<file path="config.mk">
export PLATFORM = sky130hd
export DESIGN_NAME = dynamic_range_compressor
export DESIGN_NICKNAME = d
export VERILOG_FILES = /design/src/hdl/drc_pkg.sv /design/src/hdl/drc_front.sv /design/src/hdl/drc_queue.sv /design/src/hdl/drc_back.sv /design/src/hdl/dynamic_range_compressor.sv
export SDC_FILE = /design/constraint.sdc
export NUM_CORES = 2
export LEC_CHECK = 0
export CAP_MARGIN = 20
export CELL_PAD_IN_SITES_DETAIL_PLACEMENT = 1
export CELL_PAD_IN_SITES_GLOBAL_PLACEMENT = 2
export CORE_ASPECT_RATIO = 0.6
export CORE_MARGIN = 2
export CORE_UTILIZATION = 39
export DETAILED_ROUTE_END_ITERATION = 12
export DONT_BUFFER_PORTS = 1
export GPL_ROUTABILITY_DRIVEN = 1
export PLACE_DENSITY_LB_ADDON = 0.1
export SLEW_MARGIN = 20
export SYNTH_ARGS = -nofsm -noshare
export SYNTH_HDL_FRONTEND = slang
export SYNTH_SLANG_ARGS = --single-unit
</file>
<file path="constraint.sdc">
create_clock -name aclk -period 11.83 [get_ports aclk]
set_clock_uncertainty 0.2 [all_clocks]
set_input_delay 1.183 -clock aclk [delete_from_list [all_inputs] [get_ports aclk]]
set_output_delay 1.183 -clock aclk [all_outputs]
set_load 0.01 [all_outputs]
</file>
<file path="src/hdl/drc_pkg.sv">
// Shared types, constants and lookup tables for the dynamic range compressor.
// No dependencies; the front end, back end and top level refer to it by scoped names.
package drc_pkg;

    localparam int LEVEL_W = 17;
    localparam int THR_W   = 16;
    localparam int RATIO_W = 15;
    localparam int GAIN_W  = 17;

    localparam logic [15:0]        DECAY_Q16       = 16'd65208;
    localparam logic [18:0]        DB_PER_LOG2     = 19'd394566;
    localparam logic [21:0]        LOG2_PER_DB256  = 22'd2786634;
    localparam logic [16:0]        DB_FLOOR_MAG    = 17'd46080;
    localparam logic [RATIO_W-1:0] RATIO_MIN       = 15'd256;
    localparam logic [THR_W-1:0]   THR_RESET       = 16'hEE00;
    localparam logic [RATIO_W-1:0] RATIO_RESET     = 15'd1024;
    localparam logic [GAIN_W-1:0]  GAIN_UNITY      = 17'd65536;

    localparam logic ADDR_THRESHOLD = 1'b0;
    localparam logic ADDR_RATIO     = 1'b1;

    typedef enum logic [2:0] {
        F_IDLE, F_ENV, F_NORM, F_LOG, F_DB, F_PUSH
    } front_state_t;

    typedef enum logic [2:0] {
        B_IDLE, B_OVER, B_DIV, B_EXP, B_GAIN, B_MUL
    } back_state_t;

    // log2(1 + i/16) in Q16.
    function automatic logic [16:0] log2_tab(input logic [4:0] i);
        logic [16:0] v;
        case (i)
            5'd0:    v = 17'd0;
            5'd1:    v = 17'd5732;
            5'd2:    v = 17'd11136;
            5'd3:    v = 17'd16248;
            5'd4:    v = 17'd21098;
            5'd5:    v = 17'd25711;
            5'd6:    v = 17'd30109;
            5'd7:    v = 17'd34312;
            5'd8:    v = 17'd38336;
            5'd9:    v = 17'd42196;
            5'd10:   v = 17'd45904;
            5'd11:   v = 17'd49472;
            5'd12:   v = 17'd52911;
            5'd13:   v = 17'd56229;
            5'd14:   v = 17'd59434;
            5'd15:   v = 17'd62534;
            default: v = 17'd65536;
        endcase
        return v;
    endfunction

    // 2^(-i/16) in Q16.
    function automatic logic [16:0] exp2_tab(input logic [4:0] i);
        logic [16:0] v;
        case (i)
            5'd0:    v = 17'd65536;
            5'd1:    v = 17'd62757;
            5'd2:    v = 17'd60097;
            5'd3:    v = 17'd57549;
            5'd4:    v = 17'd55109;
            5'd5:    v = 17'd52773;
            5'd6:    v = 17'd50535;
            5'd7:    v = 17'd48393;
            5'd8:    v = 17'd46341;
            5'd9:    v = 17'd44376;
            5'd10:   v = 17'd42495;
            5'd11:   v = 17'd40693;
            5'd12:   v = 17'd38968;
            5'd13:   v = 17'd37316;
            5'd14:   v = 17'd35734;
            5'd15:   v = 17'd34219;
            default: v = 17'd32768;
        endcase
        return v;
    endfunction

endpackage

</file>
<file path="src/hdl/drc_front.sv">
// Front end: accepts samples, updates the peak envelope and converts it to a dB level.
// Uses drc_pkg for tables and state type; feeds drc_queue.
module drc_front #(
    parameter int SB = 24
) (
    input  logic                             aclk,
    input  logic                             aresetn,
    input  logic                             in_valid,
    output logic                             in_ready,
    input  logic [SB-1:0]                    in_sample,
    input  logic                             in_last,
    output logic                             q_valid,
    input  logic                             q_ready,
    output logic [SB-1:0]                    q_sample,
    output logic                             q_last,
    output logic signed [drc_pkg::LEVEL_W-1:0] q_level
);
    localparam int SHW  = $clog2(SB);
    localparam int NLW  = SHW + 16;
    localparam int DBW  = NLW + 20;

    drc_pkg::front_state_t state_reg, state_next;
    logic [SB-1:0]  sample_reg, env_reg, env_next, norm_reg, norm_next;
    logic           last_reg;
    logic [SHW-1:0] sh_reg, sh_next;
    logic [NLW-1:0] neglog_reg, neglog_next;
    logic signed [drc_pkg::LEVEL_W-1:0] lvl_reg, lvl_next;

    logic [SB-1:0]    mag, decayed;
    logic [SB+15:0]   decay_prod;
    logic [SB+14:0]   ext;
    logic [15:0]      frac;
    logic [16:0]      t0, t1, lf;
    logic [28:0]      slope;
    logic [DBW-1:0]   db_sum, dbm;

    assign mag        = sample_reg[SB-1] ? (~sample_reg + 1'b1) : sample_reg;
    assign decay_prod = env_reg * drc_pkg::DECAY_Q16;
    assign decayed    = decay_prod[SB+15:16];

    // The 16 bits below the leading one of the normalized envelope.
    assign ext   = {norm_reg[SB-2:0], 16'b0};
    assign frac  = ext[SB+14 -: 16];
    assign t0    = drc_pkg::log2_tab({1'b0, frac[15:12]});
    assign t1    = drc_pkg::log2_tab({1'b0, frac[15:12]} + 5'd1);
    assign slope = (t1 - t0) * frac[11:0];
    assign lf    = t0 + slope[28:12];

    assign db_sum = neglog_reg * drc_pkg::DB_PER_LOG2 + (DBW'(1) << 23);
    assign dbm    = db_sum >> 24;

    assign in_ready = (state_reg == drc_pkg::F_IDLE);
    assign q_valid  = (state_reg == drc_pkg::F_PUSH);
    assign q_sample = sample_reg;
    assign q_last   = last_reg;
    assign q_level  = lvl_reg;

    always_ff @(posedge aclk) begin
        if (!aresetn) begin
            state_reg <= drc_pkg::F_IDLE;
            env_reg   <= '0;
        end else begin
            state_reg <= state_next;
            env_reg   <= env_next;
        end
    end

    always_ff @(posedge aclk) begin
        if (in_valid && in_ready) begin
            sample_reg <= in_sample;
            last_reg   <= in_last;
        end
        norm_reg   <= norm_next;
        sh_reg     <= sh_next;
        neglog_reg <= neglog_next;
        lvl_reg    <= lvl_next;
    end

    always_comb begin
        state_next  = state_reg;
        env_next    = env_reg;
        norm_next   = norm_reg;
        sh_next     = sh_reg;
        neglog_next = neglog_reg;
        lvl_next    = lvl_reg;
        unique case (state_reg)
            drc_pkg::F_IDLE: begin
                if (in_valid) state_next = drc_pkg::F_ENV;
            end
            drc_pkg::F_ENV: begin
                env_next  = (mag > decayed) ? mag : decayed;
                norm_next = env_next;
                sh_next   = '0;
                if (env_next == '0) begin
                    lvl_next   = -$signed({1'b0, drc_pkg::DB_FLOOR_MAG[15:0]});
                    state_next = drc_pkg::F_PUSH;
                end else begin
                    state_next = drc_pkg::F_NORM;
                end
            end
            drc_pkg::F_NORM: begin
                // One bit of normalization per cycle until the leading one is on top.
                if (norm_reg[SB-1]) begin
                    state_next = drc_pkg::F_LOG;
                end else begin
                    norm_next = norm_reg << 1;
                    sh_next   = sh_reg + 1'b1;
                end
            end
            drc_pkg::F_LOG: begin
                neglog_next = {sh_reg, 16'b0} - NLW'(lf);
                state_next  = drc_pkg::F_DB;
            end
            drc_pkg::F_DB: begin
                if (dbm > DBW'(drc_pkg::DB_FLOOR_MAG))
                    lvl_next = -$signed({1'b0, drc_pkg::DB_FLOOR_MAG[15:0]});
                else
                    lvl_next = -$signed(dbm[drc_pkg::LEVEL_W-1:0]);
                state_next = drc_pkg::F_PUSH;
            end
            drc_pkg::F_PUSH: begin
                if (q_ready) state_next = drc_pkg::F_IDLE;
            end
            default: state_next = drc_pkg::F_IDLE;
        endcase
    end

endmodule

</file>
<file path="src/hdl/drc_queue.sv">
// Two-entry queue between the front and back ends of the compressor.
// Generic width; no package dependencies.
module drc_queue #(
    parameter int W = 42
) (
    input  logic         aclk,
    input  logic         aresetn,
    input  logic         wr_valid,
    output logic         wr_ready,
    input  logic [W-1:0] wr_data,
    output logic         rd_valid,
    input  logic         rd_ready,
    output logic [W-1:0] rd_data
);
    logic [W-1:0] mem_reg [2];
    logic         wp_reg, rp_reg;
    logic [1:0]   cnt_reg;
    logic         do_wr, do_rd;

    assign wr_ready = (cnt_reg != 2'd2);
    assign rd_valid = (cnt_reg != 2'd0);
    assign rd_data  = mem_reg[rp_reg];
    assign do_wr    = wr_valid && wr_ready;
    assign do_rd    = rd_valid && rd_ready;

    always_ff @(posedge aclk) begin
        if (!aresetn) begin
            wp_reg  <= 1'b0;
            rp_reg  <= 1'b0;
            cnt_reg <= 2'd0;
        end else begin
            if (do_wr) wp_reg <= ~wp_reg;
            if (do_rd) rp_reg <= ~rp_reg;
            cnt_reg <= cnt_reg + {1'b0, do_wr} - {1'b0, do_rd};
        end
    end

    always_ff @(posedge aclk) begin
        if (do_wr) mem_reg[wp_reg] <= wr_data;
    end

endmodule

</file>
<file path="src/hdl/drc_back.sv">
// Back end: gain reduction, divide by ratio, exponential gain and output multiply.
// Uses drc_pkg for tables and state type; reads from drc_queue.
module drc_back #(
    parameter int SB = 24
) (
    input  logic                                aclk,
    input  logic                                aresetn,
    input  logic                                q_valid,
    output logic                                q_ready,
    input  logic [SB-1:0]                       q_sample,
    input  logic                                q_last,
    input  logic signed [drc_pkg::LEVEL_W-1:0]  q_level,
    input  logic [drc_pkg::THR_W-1:0]           threshold,
    input  logic [drc_pkg::RATIO_W-1:0]         ratio,
    output logic                                out_valid,
    input  logic                                out_ready,
    output logic [SB-1:0]                       out_sample,
    output logic                                out_last
);
    drc_pkg::back_state_t state_reg, state_next;
    logic [SB-1:0]  sample_reg, osample_reg;
    logic           last_reg, olast_reg, ovalid_reg;
    logic signed [drc_pkg::LEVEL_W-1:0] lvl_reg;
    logic [31:0]    num_reg;
    logic [15:0]    rem_reg;
    logic [4:0]     cnt_reg;
    logic [23:0]    e_reg;
    logic [drc_pkg::GAIN_W-1:0] g_reg;

    logic [SB-1:0]  mag, m;
    logic [SB+16:0] mprod;
    logic signed [17:0] diff;
    logic [16:0]    over;
    logic [15:0]    trial;
    logic           qbit;
    logic [39:0]    e_sum;
    logic [16:0]    t0, t1, g_int;
    logic [28:0]    slope;

    assign mag   = sample_reg[SB-1] ? (~sample_reg + 1'b1) : sample_reg;
    assign diff  = 18'(lvl_reg) - 18'($signed(threshold));
    assign over  = diff[16:0];
    assign trial = {rem_reg[14:0], num_reg[31]};
    assign qbit  = (trial >= {1'b0, ratio});
    assign e_sum = num_reg[16:0] * drc_pkg::LOG2_PER_DB256 + 40'd32768;
    assign t0    = drc_pkg::exp2_tab({1'b0, e_reg[15:12]});
    assign t1    = drc_pkg::exp2_tab({1'b0, e_reg[15:12]} + 5'd1);
    assign slope = (t0 - t1) * e_reg[11:0];
    assign g_int = t0 - slope[28:12];
    assign mprod = mag * g_reg;
    assign m     = mprod[SB+15:16];

    assign q_ready    = (state_reg == drc_pkg::B_IDLE);
    assign out_valid  = ovalid_reg;
    assign out_sample = osample_reg;
    assign out_last   = olast_reg;

    always_ff @(posedge aclk) begin
        if (!aresetn) begin
            state_reg  <= drc_pkg::B_IDLE;
            ovalid_reg <= 1'b0;
        end else begin
            state_reg <= state_next;
            if (state_reg == drc_pkg::B_MUL && (!ovalid_reg || out_ready))
                ovalid_reg <= 1'b1;
            else if (out_ready)
                ovalid_reg <= 1'b0;
        end
    end

    always_ff @(posedge aclk) begin
        case (state_reg)
            drc_pkg::B_IDLE: begin
                sample_reg <= q_sample;
                last_reg   <= q_last;
                lvl_reg    <= q_level;
                g_reg      <= drc_pkg::GAIN_UNITY;
            end
            drc_pkg::B_OVER: begin
                num_reg <= over * (ratio - drc_pkg::RATIO_MIN);
                rem_reg <= '0;
                cnt_reg <= '0;
            end
            drc_pkg::B_DIV: begin
                // Restoring division, one quotient bit per cycle.
                rem_reg <= qbit ? (trial - {1'b0, ratio}) : trial;
                num_reg <= {num_reg[30:0], qbit};
                cnt_reg <= cnt_reg + 1'b1;
            end
            drc_pkg::B_EXP: e_reg <= e_sum[39:16];
            drc_pkg::B_GAIN: begin
                if (e_reg[23:16] >= 8'd32) g_reg <= '0;
                else g_reg <= g_int >> e_reg[20:16];
            end
            drc_pkg::B_MUL: begin
                if (!ovalid_reg || out_ready) begin
                    osample_reg <= sample_reg[SB-1] ? (~m + 1'b1) : m;
                    olast_reg   <= last_reg;
                end
            end
            default: ;
        endcase
    end

    always_comb begin
        state_next = state_reg;
        unique case (state_reg)
            drc_pkg::B_IDLE: if (q_valid) state_next = drc_pkg::B_OVER;
            drc_pkg::B_OVER: begin
                // At or below the threshold the gain stays at unity.
                if (diff > 18'sd0) state_next = drc_pkg::B_DIV;
                else state_next = drc_pkg::B_MUL;
            end
            drc_pkg::B_DIV:  if (cnt_reg == 5'd31) state_next = drc_pkg::B_EXP;
            drc_pkg::B_EXP:  state_next = drc_pkg::B_GAIN;
            drc_pkg::B_GAIN: state_next = drc_pkg::B_MUL;
            drc_pkg::B_MUL:  if (!ovalid_reg || out_ready) state_next = drc_pkg::B_IDLE;
            default:         state_next = drc_pkg::B_IDLE;
        endcase
    end

endmodule

</file>
<file path="src/hdl/dynamic_range_compressor.sv">
// Top level of the hard-knee peak compressor: configuration registers and block wiring.
// Depends on drc_pkg, drc_front, drc_queue and drc_back.
//
// One sample word goes in on the s_ side and one compressed word comes out on the m_ side,
// with tlast copied through. The front end passes on the floor level for a zero peak
// envelope, and otherwise shifts it left once per leading zero (up to SAMPLE_BITS-1),
// takes the log and converts it to dB. The back end goes straight to the output multiply
// at or below the threshold, and otherwise first runs the 32-step divide by the ratio,
// the exponential and the gain. A two-word queue lets the two ends overlap, so the
// sustained rate is that of the slower end while m_tready stays high. Registers: threshold
// at byte 0 (signed Q8.8 dB), ratio at byte 4 (unsigned Q7.8, writes below 1.0 read back as 1.0).
module dynamic_range_compressor #(
    parameter int SAMPLE_BITS = 24
) (
    input  logic        aclk,
    input  logic        aresetn,
    input  logic        s_tvalid,
    output logic        s_tready,
    input  logic [((SAMPLE_BITS+7)/8)*8-1:0] s_tdata,  // sample_in
    input  logic        s_tlast,
    output logic        m_tvalid,
    input  logic        m_tready,
    output logic [((SAMPLE_BITS+7)/8)*8-1:0] m_tdata,  // sample_out
    output logic        m_tlast,
    input  logic        psel,
    input  logic        penable,
    input  logic        pwrite,
    input  logic [2:0]  paddr,
    input  logic [31:0] pwdata,
    output logic [31:0] prdata,
    output logic        pready
);
    localparam int TDW = ((SAMPLE_BITS + 7) / 8) * 8;
    localparam int QW  = SAMPLE_BITS + 1 + drc_pkg::LEVEL_W;

    logic [drc_pkg::THR_W-1:0]   thr_reg;
    logic [drc_pkg::RATIO_W-1:0] ratio_reg;

    logic                                fq_valid, fq_ready, bq_valid, bq_ready;
    logic [SAMPLE_BITS-1:0]              f_sample, b_sample, o_sample;
    logic                                f_last, b_last;
    logic signed [drc_pkg::LEVEL_W-1:0]  f_level, b_level;
    logic [QW-1:0]                       bq_data;

    assign pready = 1'b1;
    assign prdata = paddr[2] ? {17'b0, ratio_reg} : {16'b0, thr_reg};

    always_ff @(posedge aclk) begin
        if (!aresetn) begin
            thr_reg   <= drc_pkg::THR_RESET;
            ratio_reg <= drc_pkg::RATIO_RESET;
        end else if (psel && penable && pwrite) begin
            unique case (paddr[2])
                drc_pkg::ADDR_THRESHOLD: thr_reg <= pwdata[15:0];
                drc_pkg::ADDR_RATIO: begin
                    if (pwdata[14:0] < drc_pkg::RATIO_MIN) ratio_reg <= drc_pkg::RATIO_MIN;
                    else ratio_reg <= pwdata[14:0];
                end
                default: ;
            endcase
        end
    end

    drc_front #(.SB(SAMPLE_BITS)) u_front (
        .aclk      (aclk),
        .aresetn   (aresetn),
        .in_valid  (s_tvalid),
        .in_ready  (s_tready),
        .in_sample (s_tdata[SAMPLE_BITS-1:0]),
        .in_last   (s_tlast),
        .q_valid   (fq_valid),
        .q_ready   (fq_ready),
        .q_sample  (f_sample),
        .q_last    (f_last),
        .q_level   (f_level)
    );

    drc_queue #(.W(QW)) u_queue (
        .aclk     (aclk),
        .aresetn  (aresetn),
        .wr_valid (fq_valid),
        .wr_ready (fq_ready),
        .wr_data  ({f_level, f_last, f_sample}),
        .rd_valid (bq_valid),
        .rd_ready (bq_ready),
        .rd_data  (bq_data)
    );

    assign b_sample = bq_data[SAMPLE_BITS-1:0];
    assign b_last   = bq_data[SAMPLE_BITS];
    assign b_level  = $signed(bq_data[QW-1 -: drc_pkg::LEVEL_W]);

    drc_back #(.SB(SAMPLE_BITS)) u_back (
        .aclk       (aclk),
        .aresetn    (aresetn),
        .q_valid    (bq_valid),
        .q_ready    (bq_ready),
        .q_sample   (b_sample),
        .q_last     (b_last),
        .q_level    (b_level),
        .threshold  (thr_reg),
        .ratio      (ratio_reg),
        .out_valid  (m_tvalid),
        .out_ready  (m_tready),
        .out_sample (o_sample),
        .out_last   (m_tlast)
    );

    assign m_tdata = TDW'(o_sample);

endmodule

</file>
[Word-level counts from Yosys, hierarchy flattened]
Memory sizes are Yosys's and may differ from the RTL's. A register that Yosys moved wholly into a read port is not among the register bits.
Cells that the tools add are included.
Word-level totals
  register bits: 276
  bits in writable memories: 84
  memory bits (read-only): 1056
  input port bits: 67
  output and inout bits: 60
  logic and storage cells: 149
  memories kept: 5
Cells by class
  add/subtract/negate cells: 20
  $mul: 7
  order comparisons: 6
  equal/unequal tests: 20
  shifts and indexed selects: 1
  multiplexer cells: 37
  bitwise operators: 6
  reductions and logical operators: 24
Memory list
  (name not given): depth 16, bits a word 17, read ports 1, clocked after Yosys merged registers in 0, wr ports 0, RTL line drc_pkg.sv:58  | case (i)
  (name not given): depth 16, bits a word 17, read ports 1, clocked after Yosys merged registers in 1, wr ports 0, RTL line drc_pkg.sv:58
  (name not given): depth 16, bits a word 16, read ports 1, clocked after Yosys merged registers in 0, wr ports 0, RTL line drc_pkg.sv:33  | case (i)
  (name not given): depth 16, bits a word 16, read ports 1, clocked after Yosys merged registers in 1, wr ports 0, RTL line drc_pkg.sv:33
  u_queue.mem_reg: depth 2, bits a word 42, read ports 1, clocked after Yosys merged registers in 1, wr ports 1, RTL line drc_queue.sv:15  | logic [W-1:0] mem_reg [2];
Operators by type and width (number)
  $mux W24: 5
  $mux W17: 5
  $add A24 B1 Y24 const B: 3
  $not A24 Y24: 3
  $pmux W17 S2: 2
  $pmux W32 S2: 1
  $mul A29 B12 Y29: 2
  $pmux W24 S2: 1
  $add A40 B24 Y41 const B: 1
  $add A39 B16 Y40 const B: 1
  $mul A24 B17 Y40: 1
  $mul A21 B18 Y39 const B: 1
  $mul A17 B21 Y38 const B: 1
  $mul A24 B13 Y37 const B: 1
  $pmux W3 S6: 2
  $sub A17 B17 Y18: 2
  $mul A17 B32 Y32: 1
  $mux W15: 2
  $pmux W15 S2: 1
  $gt A24 B24 Y1: 1
  $logic_not A24 Y1: 1
  $mux W3: 8
  $sub A21 B17 Y21: 1
  $pmux W5 S2: 2
  other kinds (34): 72

[Logic depth before layout (Yosys ltp)]
An unclocked memory read counts as a cell.
  depth after elaboration: 9
  depth in mapped cells: 56
  depth with buffers taken out: 55

[Modules after synthesis]
A second synthesis with hierarchy kept.
Unflattened totals
  cell total of the unflattened synthesis: 8673
  area total of the unflattened synthesis: 80262.0 µm²
Modules (own cells, without submodules)
  drc_back: times used 1, cells an instance 5011, area an instance 45372.3 µm², sequential area each 5225.0 µm²
  drc_front: times used 1, cells an instance 3331, area an instance 29914.9 µm², sequential area each 3623.5 µm²
  drc_queue: times used 1, cells an instance 155, area an instance 3472.1 µm², sequential area each 2622.5 µm²
  dynamic_range_compressor: times used 1, cells an instance 176, area an instance 1502.7 µm², sequential area each 620.6 µm²

[Least setup slack after synthesis]
No wires, ideal clock.
  kind: register to register
  start: reg u_back.e_reg[13]
  end: reg u_back.g_reg[0] (netlist name) (data pin)
  library setup time: 169 ps
  arrival: 11710 ps
  data required time: 11461 ps
  slack: -249 ps
  stages on the path, launching flop included: 56
  path buffers: 3
  path through: edfxtp_1 ha_1 ha_1 clkbuf_1 clkbuf_1 mux2i_1 o211a_1 ha_1 fa_1 nor2b_1 o21ai_0 a21boi_0 o21ai_0 a21boi_0 o21ai_0 a21boi_0 o21ai_0 a21oi_1 (+20 left out) a21oi_1 nor2b_1 o21a_1 o21a_1 nor2_1 xor2_1 ha_1 or2_2 a21oi_1 a31oi_1 a211o_1 a21oi_1 xnor2_1 xnor2_1 xnor2_1 nand4_1 or4b_2 o31ai_1
On the way
  cells in the longest elaborated chain, start to end: 9
Ends and longest elaborated chain
  start, declared: RTL line drc_back.sv:27  | logic [23:0] e_reg;
  start signal, assigned: RTL line drc_back.sv:90  | drc_pkg::B_EXP: e_reg <= e_sum[39:16];
  $add A4 B1 Y5 (*): RTL line drc_back.sv:47  | assign t1 = drc_pkg::exp2_tab({1'b0, e_reg[15:12]} + 5'd1);
  $mem_v2 Z16 W17
  $mux W17 (*): RTL line drc_pkg.sv:58
  $sub A17 B17 Y18 (*): RTL line drc_back.sv:48  | assign slope = (t0 - t1) * e_reg[11:0];
  $mul A29 B12 Y29 (*): RTL line drc_back.sv:48
  $sub A17 B17 Y17 (*): RTL line drc_back.sv:49  | assign g_int = t0 - slope[28:12];
  $shr A17 B5 Y17 (*): RTL line drc_back.sv:93  | else g_reg <= g_int >> e_reg[20:16];
  $mux W17 (*): RTL line drc_back.sv:92  | if (e_reg[23:16] >= 8'd32) g_reg <= '0;
  $pmux W17 S2 (*): RTL line drc_back.sv:72  | case (state_reg)
  end signal, assigned: RTL line drc_back.sv:77  | g_reg <= drc_pkg::GAIN_UNITY;
  end signal, assigned: RTL line drc_back.sv:93
  end, declared: RTL line drc_back.sv:28  | logic [drc_pkg::GAIN_W-1:0] g_reg;
Every way passes the cells marked *; elsewhere a longest branch is shown, timed or not.
A chain may end at the register's enable or synchronous reset.

[Worst setup path in the final report]
  start: reg u_back.e_reg[12]
  end: reg u_back.g_reg[4] (netlist name) (data pin)
The elaborated chain is that of the path after synthesis.

==> report_table.html <==
<table>
<tr><th>Metric</th><th>Value</th></tr>
<tr><th colspan="2">Route</th></tr>
<tr><td>Average vias per placed instance</td><td>5.19</td></tr>
<tr><td>First-pass iteration count of the detailed router</td><td>5</td></tr>
<tr><td>DRC violation count after routing</td><td>0</td></tr>
<tr><td>Final wirelength</td><td>250000 microns</td></tr>
<tr><td>DR WL/cell</td><td>21.4 microns</td></tr>
<tr><td>Final antenna-violating net count</td><td>0</td></tr>
<tr><td>Detailed-route via count</td><td>60.7k</td></tr>
<tr><td>Number of DRC markers after the initial detailed-route iteration</td><td>3634</td></tr>
<tr><th colspan="2">Setup path</th></tr>
<tr><td>R2R Setup Slk</td><td>390 ps</td></tr>
<tr><td>R2R cell count</td><td>46</td></tr>
<tr><td>Nature of the critical path endpoint</td><td>register</td></tr>
<tr><td>End of the worst register-to-register path</td><td>u_back.g_reg[4]</td></tr>
<tr><td>Cell at the slowest stage of the critical path</td><td>sky130_fd_sc_hd__xnor2_1</td></tr>
<tr><td>Worst reg2reg path startpoint</td><td>u_back.e_reg[12]</td></tr>
<tr><td>Maximum fanout along the worst path</td><td>8</td></tr>
<tr><td>Type of the setup path with the least slack</td><td>reg -&gt; reg</td></tr>
<tr><td>Top cell by count, worst path</td><td>sky130_fd_sc_hd__buf_4</td></tr>
<tr><td>Signal arrival time at the worst endpoint</td><td>11640 ps</td></tr>
<tr><td>Critical Path Start Type</td><td>register</td></tr>
<tr><td>Worst path max stage delay</td><td>750 ps</td></tr>
<tr><td>Data required time of the worst path</td><td>12030 ps</td></tr>
<tr><th colspan="2">Timing</th></tr>
<tr><td>Final-report hold violation count</td><td>0</td></tr>
<tr><td>Setup TNS Final</td><td>0 ps</td></tr>
<tr><td>Pins Over Slew Limit</td><td>0</td></tr>
<tr><td>Setup repair after global routing missed its margin</td><td>yes</td></tr>
<tr><td>Achievable Freq</td><td>0.0874 GHz</td></tr>
<tr><td>Minimum period implied by the final worst setup slack</td><td>11440 ps</td></tr>
<tr><td>Fraction of the cycle the final worst path needs</td><td>96.7%</td></tr>
<tr><td>Max-slew headroom at the worst pin</td><td>25.8%</td></tr>
<tr><td>Final-report setup violation count</td><td>0</td></tr>
<tr><td>Worst Tran Pin Value</td><td>1110 ps</td></tr>
<tr><th colspan="2">Place</th></tr>
<tr><td>Quantity of I/O buffers inserted on ports</td><td>0</td></tr>
<tr><td>HPWL after detailed placement</td><td>206000 microns</td></tr>
<tr><td>GP Congestion</td><td>0.861</td></tr>
<tr><th colspan="2">Finish</th></tr>
<tr><td>Area Growth Syn to Fin</td><td>9.62%</td></tr>
<tr><td>Storage cell area</td><td>12100 sq um</td></tr>
<tr><td>Footprint of the multi-input gates</td><td>61400 sq um</td></tr>
<tr><td>Share of final-layout standard cells stronger than drive strength 1</td><td>8.41%</td></tr>
<tr><td>Layout net count</td><td>11.1k</td></tr>
<tr><td>Most frequent cells in the layout</td><td>1763 x sky130_fd_sc_hd__inv_1, 1309 x sky130_fd_sc_hd__fa_1, 1061 x sky130_fd_sc_hd__nand2_1, 836 x sky130_fd_sc_hd__ha_1, 368 x sky130_fd_sc_hd__buf_4</td></tr>
<tr><td>Most common cell after layout, fill and taps aside</td><td>sky130_fd_sc_hd__inv_1</td></tr>
<tr><td>Largest register FFs</td><td>84</td></tr>
<tr><td>Filler cell count</td><td>23.6k</td></tr>
<tr><th colspan="2">CTS</th></tr>
<tr><td>Number of buffers added by the clock tree synthesis step</td><td>53</td></tr>
<tr><td>Sink Count</td><td>435</td></tr>
<tr><td>Clock H-tree levels</td><td>2</td></tr>
<tr><td>Clock latency reported for the late side of the worst-skew pair</td><td>680 ps</td></tr>
<tr><td>Root Buffer</td><td>sky130_fd_sc_hd__clkbuf_16</td></tr>
<tr><td>Clock tree from TritonCTS</td><td>done</td></tr>
<tr><td>CTS Hold Buffers Added</td><td>0</td></tr>
<tr><td>Clk slew on worst S/H paths</td><td>70 ps</td></tr>
<tr><td>Number of buffers on the longest clock path</td><td>3</td></tr>
<tr><th colspan="2">Global routing</th></tr>
<tr><td>Number of global-route vias before repair</td><td>65.5k</td></tr>
<tr><td>Total overflow reported by the global router</td><td>0</td></tr>
<tr><td>Number of antenna violations at the first check in global routing</td><td>10</td></tr>
<tr><td>Maximum number of pins on one net before global-route repair</td><td>69</td></tr>
<tr><td>Wire length of the first global-routing pass</td><td>394000 microns</td></tr>
<tr><td>Overall Global Routing Usage</td><td>24.2%</td></tr>
<tr><th colspan="2">Synthesis</th></tr>
<tr><td>Simple-gate portion of the synthesized area</td><td>14.7%</td></tr>
<tr><td>EDFF count, synth</td><td>336</td></tr>
<tr><td>Post-synthesis sequential area ratio</td><td>15.0%</td></tr>
<tr><td>Register bit total from synthesis</td><td>435</td></tr>
<tr><td>Post-synthesis area per instance</td><td>9.18 sq um</td></tr>
<tr><td>Fraction of registers with async set/reset</td><td>0%</td></tr>
<tr><td>Ys Warns</td><td>0</td></tr>
<tr><td>Xor/xnor share of the synthesized area</td><td>4.20%</td></tr>
<tr><td>Main synth FF type</td><td>sky130_fd_sc_hd__edfxtp_1</td></tr>
<tr><td>Unique masters post-synth</td><td>102</td></tr>
<tr><td>Post-synthesis mux area share</td><td>1.40%</td></tr>
<tr><td>Post-Syn Area</td><td>80700 sq um</td></tr>
<tr><td>Dominant combinational cell family by area after synthesis</td><td>adder cells</td></tr>
<tr><td>Syn Inst Count</td><td>8785</td></tr>
<tr><td>Post-synthesis compound-gate area fraction</td><td>8.85%</td></tr>
<tr><td>Area share of fa/ha/maj cells after synthesis</td><td>45.8%</td></tr>
<tr><th colspan="2">Run status</th></tr>
<tr><td>Run status</td><td>complete, no violations</td></tr>
<tr><th colspan="2">Die</th></tr>
<tr><td>Width of the chip</td><td>591 microns</td></tr>
<tr><td>Floorplan die area</td><td>211000 sq um</td></tr>
<tr><td>Total core area</td><td>206000 sq um</td></tr>
<tr><td>Initial standard-cell utilization of the core</td><td>39.2%</td></tr>
<tr><td>Number of cell rows</td><td>129</td></tr>
<tr><td>Overall die height</td><td>356 microns</td></tr>
<tr><td>Io pins</td><td>127</td></tr>
<tr><th colspan="2">Min path</th></tr>
<tr><td>Endpoint of the worst hold-timing path</td><td>u_back.out_last</td></tr>
<tr><td>Hold Path Class</td><td>reg -&gt; reg</td></tr>
<tr><td>Startpoint of the worst hold path</td><td>u_back.last_reg</td></tr>
<tr><td>Cell count of the worst hold path</td><td>0</td></tr>
<tr><th colspan="2">Run</th></tr>
<tr><td>Maximum Capacitance Violations</td><td>0</td></tr>
</table>
[repair_timing]
| item | 4_1_cts | 5_1_grt |
|---|---|---|
| gates resized for setup | 46 | 148 |
| endpoints found under the setup margin | 22 | 44 |
| pin swaps | 11 | 97 |
| buffers inserted | 4 | 35 |
[critical path, delay by kind of cell, from the launching register on]
kind	cells	cell delay, ps
adders and majority gates	9	4010
DFF	1	440
and+or+nand+nor	8	870
AOI/OAI and AO/OA	18	3210
xor gates and xnor gates	1	750
muxes	1	520
buffers and inverters	9	1170
[Yosys cell counts (47+ instances only)]
library cell / instances / area share [%]
sky130_fd_sc_hd__mux2_2: 57 / 0.80
sky130_fd_sc_hd__a211oi_1: 47 / 0.44
sky130_fd_sc_hd__xnor2_1: 266 / 2.9
sky130_fd_sc_hd__dfxtp_1: 99 / 2.5
sky130_fd_sc_hd__and2_1: 298 / 2.3
sky130_fd_sc_hd__o21a_1: 47 / 0.44
sky130_fd_sc_hd__a21o_1: 90 / 0.84
sky130_fd_sc_hd__nand4_1: 47 / 0.36
sky130_fd_sc_hd__nand3_1: 148 / 0.92
sky130_fd_sc_hd__a21oi_1: 239 / 1.5
sky130_fd_sc_hd__nor3_1: 111 / 0.69
sky130_fd_sc_hd__o21ai_0: 248 / 1.5
sky130_fd_sc_hd__xor2_1: 109 / 1.2
sky130_fd_sc_hd__inv_1: 1774 / 8.3
sky130_fd_sc_hd__nand2_1: 1065 / 5.0
sky130_fd_sc_hd__fa_1: 1313 / 33
sky130_fd_sc_hd__nand2b_1: 96 / 0.74
sky130_fd_sc_hd__ha_1: 853 / 13
sky130_fd_sc_hd__or3_1: 48 / 0.37
sky130_fd_sc_hd__and3_1: 65 / 0.50
sky130_fd_sc_hd__a31oi_1: 56 / 0.43
sky130_fd_sc_hd__nor2_1: 373 / 1.7
sky130_fd_sc_hd__nor2b_1: 72 / 0.56
sky130_fd_sc_hd__clkbuf_1: 321 / 1.5
sky130_fd_sc_hd__edfxtp_1: 336 / 13
[layer usage]
layer	routed length [microns]	global-route usage, %
met5	34	0
met2	95400	32.6
met1	137000	39.7
met4	3390	3.39
met3	14400	4.56
[worst max-delay path by stage]
stage	startpoint	to	depth (start not counted)
2_1_floorplan	u_back.e_reg[13]	u_back.g_reg[0]	55
3_3_place_gp	u_back.e_reg[12]	u_back.g_reg[0]	54
3_5_place_dp	u_back.e_reg[12]	u_back.g_reg[0]	54
4_1_cts	u_back.e_reg[13]	u_back.g_reg[7]	55
5_1_grt	u_back.e_reg[12]	u_back.g_reg[7]	57
6_report	u_back.e_reg[12]	u_back.g_reg[4]	46
[stage by stage]
stage	cell area [sq um]	worst slack [ps]	utilization, %	instances	hold slack, ps
after floorplan	80700	7.49	-	8800	200
after global placement	85500	-640	41.5	11500	207
after detailed placement	85500	-936	41.5	11500	208
after CTS	87500	16.0	42.5	11600	219
after global routing	88400	-137	43.0	11700	227
final	88400	391	43.0	11700	217
[cell type report]
cell class | count | area share, %
Sequential cell | 435 | 13.7
Clock buffer | 74 | 1.71
Inverter | 1778 | 7.55
Multi-Input combinational cell | 6234 | 69.4
Timing Repair Buffer | 386 | 3.39
Clock inverter | 25 | 0.341
Antenna cell | 8 | 0.0226
Tap cell | 2751 | 3.89
[cell families after synthesis]
family / count (synthesis)
flops: 435
mux: 102
fa+ha+maj: 2166
xor+xnor: 380
other cells: 2
simple gates: 2491
buf+inv: 2131
compound gates: 1078
Power is left out: the tool's default activity adds up to more than one toggle a clock period on the data nets, which glitch-free logic cannot reach.
